## src/rtl/wsg_pkg.sv

```systemverilog
package wsg_pkg;

   localparam int SAMPLE_W = 16;
   localparam int FILT_W   = 24;
   localparam int DERIV_W  = 26;
   localparam int IDX_W    = 8;
   localparam int SHIFT_W  = 3;
   localparam int THRESH_W = 17;
   localparam int CSR_IDX_W = 1;
   localparam int CLASS_W  = 2;
   localparam int GEST_W   = 2;

   typedef logic signed [FILT_W-1:0]  filt_type;
   typedef logic signed [DERIV_W-1:0] deriv_type;
   typedef logic [IDX_W-1:0]          idx_type;

   localparam logic [CSR_IDX_W-1:0] CSR_SMOOTHING_SHIFT     = 1'd0;
   localparam logic [CSR_IDX_W-1:0] CSR_AMPLITUDE_THRESHOLD = 1'd1;

   localparam logic [SHIFT_W-1:0]  SHIFT_RESET  = 3'd2;
   localparam logic [THRESH_W-1:0] THRESH_RESET = 17'd5;

   localparam logic [CLASS_W-1:0] CLS_SMALL       = 2'd0;
   localparam logic [CLASS_W-1:0] CLS_MAX_FIRST   = 2'd1;
   localparam logic [CLASS_W-1:0] CLS_MAX_NOT_FIRST = 2'd2;

   localparam logic [GEST_W-1:0] GS_INIT = 2'd0;
   localparam logic [GEST_W-1:0] GS_HIGH = 2'd1;
   localparam logic [GEST_W-1:0] GS_LOW  = 2'd2;
   localparam logic [GEST_W-1:0] GS_DONE = 2'd3;

   typedef struct packed {
      logic      has_a;
      logic      first;
      deriv_type da;
      idx_type   ia;
      logic      last;
      deriv_type db;
      idx_type   ib;
   } deriv_rec_type;

   typedef struct packed {
      logic [CLASS_W-1:0] swing_class;
      logic [GEST_W-1:0]  gesture_state;
   } result_type;

endpackage

```

## src/rtl/wsg_fifo.sv

```systemverilog
module wsg_fifo #(
   parameter int WIDTH = 8,
   parameter int DEPTH = 2
) (
   input  logic             clock,
   input  logic             reset,
   input  logic             push,
   input  logic [WIDTH-1:0] push_data,
   output logic             full,
   input  logic             pop,
   output logic [WIDTH-1:0] pop_data,
   output logic             empty
);

   localparam int PTR_W = $clog2(DEPTH);
   localparam int CNT_W = $clog2(DEPTH + 1);
   localparam logic [CNT_W-1:0] CNT_FULL = CNT_W'(DEPTH);
   localparam logic [PTR_W-1:0] PTR_LAST = PTR_W'(DEPTH - 1);

   logic [WIDTH-1:0] mem_ff [DEPTH];
   logic [PTR_W-1:0] wr_ptr_ff, wr_ptr_in;
   logic [PTR_W-1:0] rd_ptr_ff, rd_ptr_in;
   logic [CNT_W-1:0] count_ff, count_in;
   logic             do_push, do_pop;

   assign full     = (count_ff == CNT_FULL);
   assign empty    = (count_ff == '0);
   assign do_push  = push && !full;
   assign do_pop   = pop && !empty;
   assign pop_data = mem_ff[rd_ptr_ff];

   always_comb begin
      wr_ptr_in = wr_ptr_ff;
      rd_ptr_in = rd_ptr_ff;
      count_in  = count_ff;
      if (do_push) begin
         wr_ptr_in = (wr_ptr_ff == PTR_LAST) ? '0 : wr_ptr_ff + 1'b1;
      end
      if (do_pop) begin
         rd_ptr_in = (rd_ptr_ff == PTR_LAST) ? '0 : rd_ptr_ff + 1'b1;
      end
      if (do_push && !do_pop) begin
         count_in = count_ff + 1'b1;
      end else if (do_pop && !do_push) begin
         count_in = count_ff - 1'b1;
      end
   end

   always_ff @(posedge clock) begin
      if (reset) begin
         wr_ptr_ff <= '0;
         rd_ptr_ff <= '0;
         count_ff  <= '0;
      end else begin
         wr_ptr_ff <= wr_ptr_in;
         rd_ptr_ff <= rd_ptr_in;
         count_ff  <= count_in;
      end
   end

   always_ff @(posedge clock) begin
      if (do_push) begin
         mem_ff[wr_ptr_ff] <= push_data;
      end
   end

endmodule

```

## src/rtl/wsg_front.sv

```systemverilog
module wsg_front
   import wsg_pkg::*;
#(
   parameter int WINDOW = 25
) (
   input  logic                       clock,
   input  logic                       reset,
   input  logic                       accept,
   input  logic signed [SAMPLE_W-1:0] sample,
   input  logic [SHIFT_W-1:0]         smoothing_shift,
   output deriv_rec_type              rec
);

   localparam idx_type LAST_IDX = IDX_W'(WINDOW - 1);

   filt_type                 y_ff, y_in;
   filt_type                 yprev_ff, yprev_in;
   idx_type                  count_ff, count_in;
   filt_type                 xq;
   logic signed [FILT_W:0]   diff;
   logic signed [FILT_W:0]   step;
   filt_type                 ynew;
   logic signed [FILT_W:0]   dcur;
   logic signed [FILT_W:0]   dcent;
   deriv_type                dbl;
   logic                     last;

   always_comb begin
      xq    = {sample, 8'b0};
      diff  = {xq[FILT_W-1], xq} - {y_ff[FILT_W-1], y_ff};
      step  = diff >>> smoothing_shift;
      ynew  = (count_ff == '0) ? xq : y_ff + step[FILT_W-1:0];
      dcur  = {ynew[FILT_W-1], ynew} - {y_ff[FILT_W-1], y_ff};
      dcent = {ynew[FILT_W-1], ynew} - {yprev_ff[FILT_W-1], yprev_ff};
      dbl   = {dcur, 1'b0};
      last  = (count_ff >= LAST_IDX);

      rec.has_a = (count_ff != '0);
      rec.first = (count_ff == IDX_W'(1));
      rec.da    = rec.first ? dbl : {dcent[FILT_W], dcent};
      rec.ia    = count_ff - 1'b1;
      rec.last  = last;
      rec.db    = dbl;
      rec.ib    = count_ff;

      y_in     = y_ff;
      yprev_in = yprev_ff;
      count_in = count_ff;
      if (accept) begin
         y_in     = ynew;
         yprev_in = y_ff;
         count_in = last ? '0 : count_ff + 1'b1;
      end
   end

   always_ff @(posedge clock) begin
      if (reset) begin
         y_ff     <= '0;
         yprev_ff <= '0;
         count_ff <= '0;
      end else begin
         y_ff     <= y_in;
         yprev_ff <= yprev_in;
         count_ff <= count_in;
      end
   end

endmodule

```

## src/rtl/wsg_back.sv

```systemverilog
module wsg_back
   import wsg_pkg::*;
(
   input  logic                clock,
   input  logic                reset,
   input  deriv_rec_type       rec,
   input  logic                rec_valid,
   output logic                rec_pop,
   input  logic [THRESH_W-1:0] amplitude_threshold,
   input  logic                out_full,
   output logic                out_push,
   output result_type          out_data
);

   deriv_type               max_ff, max_in;
   deriv_type               min_ff, min_in;
   idx_type                 max_idx_ff, max_idx_in;
   idx_type                 min_idx_ff, min_idx_in;
   logic [GEST_W-1:0]       gest_ff, gest_in;
   logic                    pend_ff, pend_in;
   logic [DERIV_W:0]        swing;
   logic [DERIV_W:0]        thresh_scaled;
   logic [CLASS_W-1:0]      cls;
   logic [GEST_W-1:0]       gest_next;

   assign rec_pop  = rec_valid && !(pend_ff && out_full);
   assign out_push = pend_ff && !out_full;

   always_comb begin
      max_in     = max_ff;
      min_in     = min_ff;
      max_idx_in = max_idx_ff;
      min_idx_in = min_idx_ff;
      if (rec_pop && rec.has_a) begin
         if (rec.first) begin
            max_in     = rec.da;
            min_in     = rec.da;
            max_idx_in = '0;
            min_idx_in = '0;
         end else begin
            if (rec.da > max_in) begin
               max_in     = rec.da;
               max_idx_in = rec.ia;
            end
            if (rec.da < min_in) begin
               min_in     = rec.da;
               min_idx_in = rec.ia;
            end
         end
      end
      if (rec_pop && rec.last) begin
         if (rec.db > max_in) begin
            max_in     = rec.db;
            max_idx_in = rec.ib;
         end
         if (rec.db < min_in) begin
            min_in     = rec.db;
            min_idx_in = rec.ib;
         end
      end
   end

   always_comb begin
      swing         = {max_ff[DERIV_W-1], max_ff} - {min_ff[DERIV_W-1], min_ff};
      thresh_scaled = {1'b0, amplitude_threshold, 9'b0};
      priority if (swing < thresh_scaled) begin
         cls = CLS_SMALL;
      end else if (max_idx_ff < min_idx_ff) begin
         cls = CLS_MAX_FIRST;
      end else begin
         cls = CLS_MAX_NOT_FIRST;
      end

      unique case (gest_ff)
         GS_INIT: begin
            gest_next = (cls == CLS_MAX_NOT_FIRST) ? GS_HIGH : GS_INIT;
         end
         GS_HIGH: begin
            gest_next = (cls == CLS_SMALL) ? GS_INIT :
                        (cls == CLS_MAX_FIRST) ? GS_LOW : GS_HIGH;
         end
         GS_LOW: begin
            gest_next = (cls == CLS_MAX_NOT_FIRST) ? GS_INIT :
                        (cls == CLS_SMALL) ? GS_DONE : GS_LOW;
         end
         default: begin
            gest_next = GS_INIT;
         end
      endcase

      out_data.swing_class   = cls;
      out_data.gesture_state = gest_next;
      gest_in = out_push ? gest_next : gest_ff;
      pend_in = (pend_ff && out_full) || (rec_pop && rec.last);
   end

   always_ff @(posedge clock) begin
      if (reset) begin
         max_ff     <= '0;
         min_ff     <= '0;
         max_idx_ff <= '0;
         min_idx_ff <= '0;
         gest_ff    <= GS_INIT;
         pend_ff    <= 1'b0;
      end else begin
         max_ff     <= max_in;
         min_ff     <= min_in;
         max_idx_ff <= max_idx_in;
         min_idx_ff <= min_idx_in;
         gest_ff    <= gest_in;
         pend_ff    <= pend_in;
      end
   end

endmodule

```

## src/rtl/window_swing_gesture_detector.sv

```systemverilog
// Window swing gesture detector.
// Input channel: req_push/req_full with req_sample, one signed sample per transfer.
// Samples are grouped into windows of WINDOW samples; the filter restarts at
// each window. Only the last sample of a window yields a result.
// Result channel: rsp_empty/rsp_pop with rsp_swing_class and
// rsp_gesture_state; the oldest result shows while rsp_empty is low.
// Config channel: csr_valid/csr_ready (always ready) with csr_index, csr_data;
// index 0 is the smoothing shift, index 1 the amplitude threshold. Write only
// while idle.
// Throughput: one sample per cycle while req_full is low. The filter and
// derivative run in the accept cycle and the derivative record is queued;
// the extremes update when the record is popped, and the class and gesture
// step follow from the registered extremes as the result is queued.
// Reset clears the filter, window count, extremes, gesture state and both
// queues, and loads shift 2 and threshold 5.
// When the receiver stalls, the result queue fills, the record queue backs up
// and req_full rises; nothing is dropped.
module window_swing_gesture_detector
   import wsg_pkg::*;
#(
   parameter int WINDOW = 25
) (
   input  logic                       clock,
   input  logic                       reset,
   input  logic                       req_push,
   output logic                       req_full,
   input  logic signed [SAMPLE_W-1:0] req_sample,
   output logic                       rsp_empty,
   input  logic                       rsp_pop,
   output logic [CLASS_W-1:0]         rsp_swing_class,
   output logic [GEST_W-1:0]          rsp_gesture_state,
   input  logic                       csr_valid,
   output logic                       csr_ready,
   input  logic [CSR_IDX_W-1:0]       csr_index,
   input  logic [THRESH_W-1:0]        csr_data
);

   logic [SHIFT_W-1:0]  shift_ff, shift_in;
   logic [THRESH_W-1:0] thresh_ff, thresh_in;
   logic                accept;
   deriv_rec_type       front_rec;
   deriv_rec_type       back_rec;
   logic                rec_empty, rec_pop;
   logic                out_full, out_push;
   result_type          out_data, rsp_data;

   assign csr_ready = 1'b1;
   assign accept    = req_push && !req_full;

   always_comb begin
      shift_in  = shift_ff;
      thresh_in = thresh_ff;
      if (csr_valid) begin
         unique case (csr_index)
            CSR_SMOOTHING_SHIFT:     shift_in  = csr_data[SHIFT_W-1:0];
            CSR_AMPLITUDE_THRESHOLD: thresh_in = csr_data;
            default: ;
         endcase
      end
   end

   always_ff @(posedge clock) begin
      if (reset) begin
         shift_ff  <= SHIFT_RESET;
         thresh_ff <= THRESH_RESET;
      end else begin
         shift_ff  <= shift_in;
         thresh_ff <= thresh_in;
      end
   end

   wsg_front #(.WINDOW(WINDOW)) u_front (
      .clock           (clock),
      .reset           (reset),
      .accept          (accept),
      .sample          (req_sample),
      .smoothing_shift (shift_ff),
      .rec             (front_rec)
   );

   wsg_fifo #(.WIDTH($bits(deriv_rec_type)), .DEPTH(2)) u_rec_q (
      .clock     (clock),
      .reset     (reset),
      .push      (accept),
      .push_data (front_rec),
      .full      (req_full),
      .pop       (rec_pop),
      .pop_data  (back_rec),
      .empty     (rec_empty)
   );

   wsg_back u_back (
      .clock               (clock),
      .reset               (reset),
      .rec                 (back_rec),
      .rec_valid           (!rec_empty),
      .rec_pop             (rec_pop),
      .amplitude_threshold (thresh_ff),
      .out_full            (out_full),
      .out_push            (out_push),
      .out_data            (out_data)
   );

   wsg_fifo #(.WIDTH($bits(result_type)), .DEPTH(2)) u_rsp_q (
      .clock     (clock),
      .reset     (reset),
      .push      (out_push),
      .push_data (out_data),
      .full      (out_full),
      .pop       (rsp_pop),
      .pop_data  (rsp_data),
      .empty     (rsp_empty)
   );

   assign rsp_swing_class   = rsp_data.swing_class;
   assign rsp_gesture_state = rsp_data.gesture_state;

endmodule

```

## config.mk

```make
export PLATFORM = sky130hd
export DESIGN_NAME = window_swing_gesture_detector
export DESIGN_NICKNAME = d
export VERILOG_FILES = /design/src/rtl/wsg_pkg.sv /design/src/rtl/wsg_fifo.sv /design/src/rtl/wsg_front.sv /design/src/rtl/wsg_back.sv /design/src/rtl/window_swing_gesture_detector.sv
export SDC_FILE = /design/constraint.sdc
export NUM_CORES = 1
export LEC_CHECK = 0
export BUFFER_PORTS_ARGS = -buffer_cell sky130_fd_sc_hd__buf_2
export CORE_MARGIN = 3
export CORE_UTILIZATION = 40
export CTS_CLUSTER_DIAMETER = 150
export DETAILED_ROUTE_END_ITERATION = 10
export HOLD_SLACK_MARGIN = 0.15
export SLEW_MARGIN = 30
export SYNTH_ARGS = -nofsm -noshare
export SYNTH_HDL_FRONTEND = slang
export SYNTH_HIERARCHICAL = 1
export SYNTH_SLANG_ARGS = --single-unit
```

## constraint.sdc

```tcl
create_clock -name clock -period 18.85 [get_ports clock]
set_input_delay 0.9425 -clock clock [delete_from_list [all_inputs] [get_ports clock]]
set_output_delay 0.9425 -clock clock [all_outputs]
set_load 0.005 [all_outputs]
```

Word level (Yosys, flattened, before mapping)
Memory sizes are Yosys's and may differ from the RTL's. A register that Yosys moved wholly into a read port is not among the register bits.
Index checks and enable logic that the tools add are counted.
- add/subtract/negate cells: 15
- multiply operators: 0
- div/mod/pow operators: 0
- order comparisons: 7
- eq/ne operators: 7
- shift operators: 1
- multiplexer cells: 47
- bitwise operators: 1
- reductions and logical operators: 34
- operators by type and width (kind ; count):
    $mux 26 ; 11
    $mux 8 ; 11
    $sub 24x24->25 ; 3
    $gt 26x26->1 ; 2
    $lt 26x26->1 ; 2
    $lt 27x26->1 ; 1
    $sub 26x26->27 ; 1
    $sshr 25x3->24 ; 1
    $add 24x24->24 ; 1
    $mux 24 ; 1
    $mux 2 ; 9
    $logic_and 1x1->1 ; 14
    $mux 1 ; 14
    $logic_not 1->1 ; 9
    $add 8x1->8 const B ; 1
    $eq 2x2->1 const B ; 4
    $eq 8x1->1 const B ; 1
    $ge 8x5->1 const B ; 1
    $logic_not 2->1 ; 4
    $logic_not 8->1 ; 1
    $lt 8x8->1 ; 1
    $reduce_bool 8->1 ; 1
    $sub 8x1->8 const B ; 1
    $pmux 2 s3 ; 1
    other kinds (8) ; 16
- flip-flop bits (word level): 155
- latch bits: 0
- bits in writable memories: 148
- bits in read-only memories: 0
- bits of input ports: 39
- memories kept: 2
- memory list (memory ; words ; width ; read ports ; clocked after Yosys merged registers in ; write ports ; RTL line ; RTL):
    u_rec_q.mem_ff ; 2 ; 70 ; 1 ; 1 ; 1 ; wsg_fifo.sv:20 ; logic [WIDTH-1:0] mem_ff [DEPTH];
    u_rsp_q.mem_ff ; 2 ; 4 ; 1 ; 1 ; 1 ; wsg_fifo.sv:20 ;

Longest topological paths before layout
Gate-level depths: netlist (run 1).
- depth in word-level cells: 9
- mapped depth: 34
- mapped depth without buffers: 34

Modules after synthesis
The synthesis (run 1) kept the hierarchy.
- modules (own cells, without submodules) (module ; instances ; cells an instance ; area each (µm²)):
    wsg_back ; 1 ; 970 ; 8075.2
    wsg_front ; 1 ; 1069 ; 7941.4
    wsg_fifo (u_rec_q) ; 1 ; 246 ; 5321.4
    window_swing_gesture_detector ; 1 ; 94 ; 969.7
    wsg_fifo (u_rsp_q) ; 1 ; 37 ; 503.0

Worst setup path after synthesis (run 1)
OpenSTA, ideal clock, no wires.
- path kind: in2reg
- start point: input req_sample[2]
- end point: memory u_rec_q/mem_ff[0][66] (netlist name) (data pin)
- arrival: 6.448 ns
- slack: 12.140 ns
- stages on the path: 31
- buffers on the path: 0
- cell sequence: ha_1 > and2_1 > and2_2 > a221oi_1 > o21bai_1 > a21oi_1 > xnor2_1 > mux2_2 > mux2i_1 > mux2i_1 > ha_1 > or4_1 > o21ai_0 > a31oi_1 > a22oi_1 > nand2b_1 > a21oi_1 > xor2_1 > nor2_1 > a21oi_1 > inv_1 > ha_1 > a21o_1 > a21o_1 > a21oi_1 > nor2b_1 > a311oi_1 > a21oi_1 > a311oi_1 > xnor2_1 > mux2_2
- cells in the longest elaborated chain, start to end: 6
- elaborated cells between the ends (all ways): 7
- ends and longest elaborated chain (item ; RTL line ; RTL):
    from (decl) ; window_swing_gesture_detector.sv:27 ; input logic signed [SAMPLE_W-1:0] req_sample,
    $sub 24x24->25 * ; wsg_front.sv:30 ; diff = {xq[FILT_W-1], xq} - {y_ff[FILT_W-1], y_ff};
    $sshr 25x3->24 * ; wsg_front.sv:31 ; step = diff >>> smoothing_shift;
    $add 24x24->24 * ; wsg_front.sv:32 ; ynew = (count_ff == '0) ? xq : y_ff + step[FILT_W-1:0];
    $mux 24 * ; wsg_front.sv:32 ;
    via u_front.ynew[12] ; wsg_front.sv:22 ; filt_type ynew;
    $sub 24x24->25, on equally long branches ; wsg_front.sv:34, wsg_front.sv:33 ;
    $mux 26 * ; wsg_front.sv:40 ; rec.da = rec.first ? dbl : {dcent[FILT_W], dcent};
    to (decl) ; wsg_fifo.sv:20 ;
Mark *: on every way through the listed nets, which the timed path passes. The rest lies on a longest branch.

==> flow_summary.yaml, run 1 <==
status:
  outcome: "finished, final reports clean"
clock_tree:
  cts_num_sinks: 307
  htree_num_levels: 2
  cts_buffers: 37
  clk_pin_slew_ps: 60
  postCtsHoldBufs: 0
  insertion_delay_ps: 550
  cts_tree: "yes"
  cts_setup_buffers: 0
  ctsResizeCount: 0
  cts_root_buf: "clkbuf_16"
  cts.path.max_buffers: 3
yosys:
  synth.area.top_cells: "edfxtp_1, dfxtp_1, ha_1, mux2i_1, mux2_2"
  syn_inst: 2416
  synth.distinct_cells: 101
  synth_flop_cell: "dfxtp_1"
  netlist_area_um2: 22810
  syn_avg_cell_area_um2: 9.441
  syn_nets: 2700
  yosys_warnings: 6
  synthArstFlopShare_pct: 0
  synth_enable_flop_cells: 150
  synth_top_area_share_pct: 19.75
  yosysTopAreaCell: "edfxtp_1"
  ys_ff_latch: 307
  seq_area_frac_synth_pct: 33.53
worst_setup_path:
  r2r_slack_ps: 11170
  crit_fanout: 62
  reg2reg_depth: 19
  required_ps: 19270
  crit_path_start_kind: "flop"
  reg2reg_to: "u_back/max_idx_ff[6]"
  cp.arrival_ps: 8110
  critPathKind: "flop to flop"
  setup.worst_path.end_class: "flop"
sta:
  fmax_mhz: 130.2
  tightestPinTransition_ps: 998.0
  slew_headroom_pct: 33.46
  rsz0062_at_grt: "false"
  hold_viol: 0
  timing.setup.tns_ps: 0
  layout_min_cycle_time_ps: 7682
  finalCritPeriodShare_pct: 40.75
  timing.final.setup_violations: 0
  slew_viol_final: 0
  clock_skew_ps: 16.42
die:
  die_h_um: 244.8
  num_rows: 86
  initial_utilization_pct: 40.92
  chipWidth_um: 244.8
  dieArea_um2: 59930
  core_area_um2: 55740
  pin_count: 46
grt:
  grt_busiest_layer: "met2"
  met2_usage_pct: 30.98
  grt-ovfl-total: 0
  use_met3_pct: 2.917
  grt_pass1_vias: 17380
  grt_first_pass_wirelength_um: 93010
  track_usage_pct: 19.31
  grt_antenna_before_repair: 0
  grt_start_max_net_pins: 109
  met1_usage_pct: 26.83
hold_path:
  holdPathStages: 1
  hold_path_class: "flop to flop"
  hp-start: "thresh_ff[2]"
  hold_path_end: "thresh_ff[2]"
routing:
  via_per_inst: 5.521
  drt_iter0_markers: 1129
  dr_total_vias: 17640
  drt_pass1_iterations: 5
  drcViolationCount: 0
  postRouteAntennaNets: 0
  routed_wirelength_um: 58960
  routedWlPerCell_um: 18.45
cells_and_area:
  final_nets: 2704
  mostFrequentLayoutCells: "ha_1, inv_1, nor2_1"
  antenna_cells: 0
  final_common_cell: "ha_1"
  areaGrowthSynthToFinish_pct: 8.979
  fillers: 5426
  drive_above_1_share_pct: 12.55
run:
  cap_viol_max_count: 0
place:
  gp_congestion: 0.9351
  port_buffers: 44
  dp_hpwl_um: 44820
-- synthesized netlist by cell type, drive strengths merged (5+ instances only) --
cell type,number
a221o,5
xor2,45
a21o,99
xnor2,55
a21oi,145
a211o,8
a22oi,9
a31oi,13
o21a,23
o22ai,5
buf,44
o211ai,12
nor3,35
clkbuf,54
or2,36
mux2i,157
nand2,114
dfxtp,157
ha,242
o21ai,131
o21bai,12
nor2b,25
nand3,74
nand2b,56
o31ai,11
a211oi,24
nor4,7
and4,7
a311oi,5
nor2,174
nand4,33
a21bo,15
and2,40
mux4,5
a221oi,5
inv,190
edfxtp,150
mux2,100
and3,17
or3,12
-- cells by family after synthesis --
kind of cell,after synthesis,share of synthesized area (%)
buf+inv,288,5.403
other cells,2,0.03292
xor+xnor,100,3.840
fa+ha+maj,245,13.54
compound gates,568,16.86
mux,262,12.37
simple gates,644,14.43
flops,307,33.53
-- layout make-up --
type                       count  area (µm²)  area share (%)
clock buffer                  48        1008           4.057
clock inverter                18       196.4          0.7902
inverter                     190       713.2           2.869
multi-input combinational   1821       13980           56.24
sequential                   307        7649           30.77
tap                          748       935.9           3.765
timing repair buffer          63       376.6           1.515
-- how the worst max path moves through the flow --
stage                        from               endpoint  cells after the start
global route                 flop       u_back/min_ff[3]                     22
global placement             flop       u_back/min_ff[3]                     22
detailed placement  req_sample[0]  u_rec_q/mem_ff[0][66]                     29
finish                       flop   u_back/max_idx_ff[6]                     19
CTS                          flop   u_back/max_idx_ff[6]                     19
floorplan           req_sample[2]  u_rec_q/mem_ff[0][66]                     31
-- worst max-delay path, cell delays in order, from the launching register on --
cell and delay (ps):
dfxtp_2 450, buf_4 720, mux2_2 470, ha_1 330, inv_1 100, or3_1 340
a221oi_2 350, o211ai_2 210, a31oi_4 630, buf_4 480, mux2i_1 160, ha_1 320
and4_1 190, nand3_1 120, or4_1 650, o21bai_1 220, a211oi_1 90, a211oi_2 400
o31a_1 870, mux2_1 380
-- per-stage QoR --
stage	worst slack, ps	hold WS (ps)	cell area, µm²	utilization [%]	std cells
after CTS	11170	472.8	24850	44.59	3195
after global routing	10760	502.3	24860	44.60	3195
after detailed placement	10990	464.9	23650	42.42	3129
after global placement	11100	454.9	23640	42.42	3129
after floorplan	12140	423.7	22810	-	2416
final	11170	469.3	24860	44.60	3195
-- flip-flops by register name, summed over array words and instances, names as in the netlist, named ones only --
signal	cells
u_back/max_idx_ff	8
shift_ff	3
u_rsp_q/rd_ptr_ff	1
u_rec_q/count_ff	2
u_rsp_q/mem_ff	8
u_back/min_ff	26
u_back/min_idx_ff	8
thresh_ff	17
u_rec_q/rd_ptr_ff	1
u_rec_q/mem_ff	142
u_back/gest_ff	2
u_front/count_ff	8
u_back/max_ff	26
u_rsp_q/count_ff	2
u_rec_q/wr_ptr_ff	1
u_front/yprev_ff	24
u_front/y_ff	24
u_rsp_q/wr_ptr_ff	1
u_back/pend_ff	1
-- layer usage --
metal	wire, µm	share of wire [%]	vias to the layer above
met4	1625	2.8	0
met5	0	0	-
met3	2946	5.0	102
met1	28130	48	8375
li1	-	-	8764
met2	26260	45	400
Power of run 1 is left out: the tool's default activity adds up to more than one toggle a clock period on the data nets, which glitch-free logic cannot reach.
==> inputs of run 2 (changes only) <==
Clock period 18.85 ns to 7.9 ns, I/O delays scaled along.
==> run 2 against run 1 <==
  * Sequential share of layout area is 0.39 points lower
  * Non-clock buffer count is 25 higher
  * First-iteration DRC count is 14% higher
  * Die area stayed put
  * Critical path type unchanged
  * Final cell count is 0.88% higher
  * Critical endpoint is now u_rec_q/mem_ff[0][65]
  * Worst setup slack worse by 11000 ps
  * Largest cell class unchanged
  * Cell area is 1.3% higher
==> flow_summary.yaml, run 2 (synthesized netlist as in run 1, its figures left out) <==
status:
  outcome: "finished, final reports clean"
clock_tree:
  htree_num_levels: 2
  cts_root_buf: "clkbuf_16"
  cts_setup_buffers: 0
  insertion_delay_ps: 560
  cts_tree: "yes"
  clk_pin_slew_ps: 60
  cts_num_sinks: 307
  cts.path.max_buffers: 3
  cts_buffers: 38
grt:
  grt_first_pass_wirelength_um: 94550
  track_usage_pct: 19.63
  grt_antenna_before_repair: 0
  grt_start_max_net_pins: 97
  grt-ovfl-total: 0
  grt_pass1_vias: 17650
cells_and_area:
  areaGrowthSynthToFinish_pct: 10.37
  regMostFlops: "u_rec_q/mem_ff"
  final_nets: 2730
  antenna_cells: 0
  mostFrequentLayoutCells: "ha_1, inv_1, nor2_1"
  final_common_cell: "ha_1"
  drive_above_1_share_pct: 12.97
  reg_top3: "u_rec_q/mem_ff: 142 flops, u_back/max_ff: 26 flops, u_back/min_ff: 26 flops"
  largest_reg_flops: 142
place:
  port_buffers: 44
  gp_congestion: 0.9703
  dp_hpwl_um: 45700
worst_setup_path:
  setup.worst_path.end_class: "flop"
  critPathKind: "flop to flop"
  cp.arrival_ps: 7590
  slowest_stage: "nor4b_4"
  cp_top_family: "compound AO/OA/AOI/OAI gates"
  slowest_delay_ps: 420
  worst-path-buf-inv: 1
  crit_path_start_kind: "flop"
  crit_fanout: 7
  critPathMostFrequentCell: "a31oi_1"
  required_ps: 8200
routing:
  drcViolationCount: 0
  routed_wirelength_um: 59640
  drt_iter0_markers: 1287
  postRouteAntennaNets: 0
  drt_pass1_iterations: 5
  dr_total_vias: 17770
  routedWlPerCell_um: 18.50
  via_per_inst: 5.513
sta:
  tightestPinTransition_ps: 893.1
  clock_skew_ps: 12.27
  finalCritPeriodShare_pct: 92.22
  fmax_mhz: 137.3
  slew_viol_final: 0
  timing.final.setup_violations: 0
  slew_headroom_pct: 40.46
  hold_viol: 0
  rsz0062_at_grt: "false"
  timing.setup.tns_ps: 0
  layout_min_cycle_time_ps: 7285
die:
  initial_utilization_pct: 40.92
  num_rows: 86
  dieArea_um2: 59930
  die_h_um: 244.8
  core_area_um2: 55740
  pin_count: 46
  chipWidth_um: 244.8
hold_path:
  hold_path_class: "input pin to flop"
run:
  cap_viol_max_count: 0
-- run 2: cell count changes in the layout (fill, tap and decap cells not counted), sizes merged --
cell,before,now
dlygate4sd3,0,18
buf,63,70
clkbuf,48,53
bufinv,4,3
clkinv,10,9
clkinvlp,2,3
inv,192,191
-- run 2: path summary, 6_finish.rpt --
check,endpoint,slack (ps),depth (start not counted),startpoint
setup / recovery,u_rec_q/mem_ff[0][65],610,31,u_front/y_ff[1]
hold / removal,u_front/y_ff[23],240,4,req_sample[15]
setup reg to reg,u_rec_q/mem_ff[0][65],610,31,u_front/y_ff[1]
hold reg to reg,thresh_ff[2],470,1,thresh_ff[2]
-- run 2: repair_timing --
action / in CTS / in global routing
gates resized for setup: 0 / 1
endpoints found under the setup margin: 0 / 2
hold buffers: 18 / 0
hold endpoints to repair: 19 / 0
-- run 2: area by class of cell --
cell class | count | area [µm²]
Fill cell | 5323 | 30560
Timing Repair Buffer | 88 | 625.6
Clock inverter | 16 | 186.4
Inverter | 190 | 713.2
Sequential cell | 307 | 7649
Clock buffer | 53 | 1069
Multi-Input combinational cell | 1821 | 14000
Tap cell | 748 | 935.9
-- run 2: worst register-to-register path, delay by kind of cell, from the launching register on --
family,cells,cell delay (ps)
AOI/OAI and AO/OA,13,2950
and+or+nand+nor,9,1540
adders and majority gates,3,920
muxes,3,840
DFF,1,390
xor gates and xnor gates,2,230
buffers and inverters,1,170
-- run 2: metrics by stage --
stage	setup WS (ps)	util [%]	cells	hold slack [ps]	cell area [µm²]
CTS	539.0	45.12	3223	200.5	25150
floorplan	1675	-	2416	423.7	22810
finish	614.7	45.17	3223	243.8	25180
global route	67.83	45.17	3223	243.6	25180
global placement	774.1	42.53	3136	456.1	23710
detailed placement	621.4	42.54	3136	454.3	23710
-- run 2: routing by layer --
| metal | track usage (%) | wire length, µm | up-vias |
|---|---|---|---|
| li1 | - | - | 8834 |
| met1 | 27.40 | 28750 | 8417 |
| met2 | 31.46 | 26310 | 435 |
| met3 | 2.928 | 2910 | 84 |
| met4 | 5.887 | 1668 | 0 |
| met5 | 0 | 0 | - |
Power of run 2 is left out for the same reason.
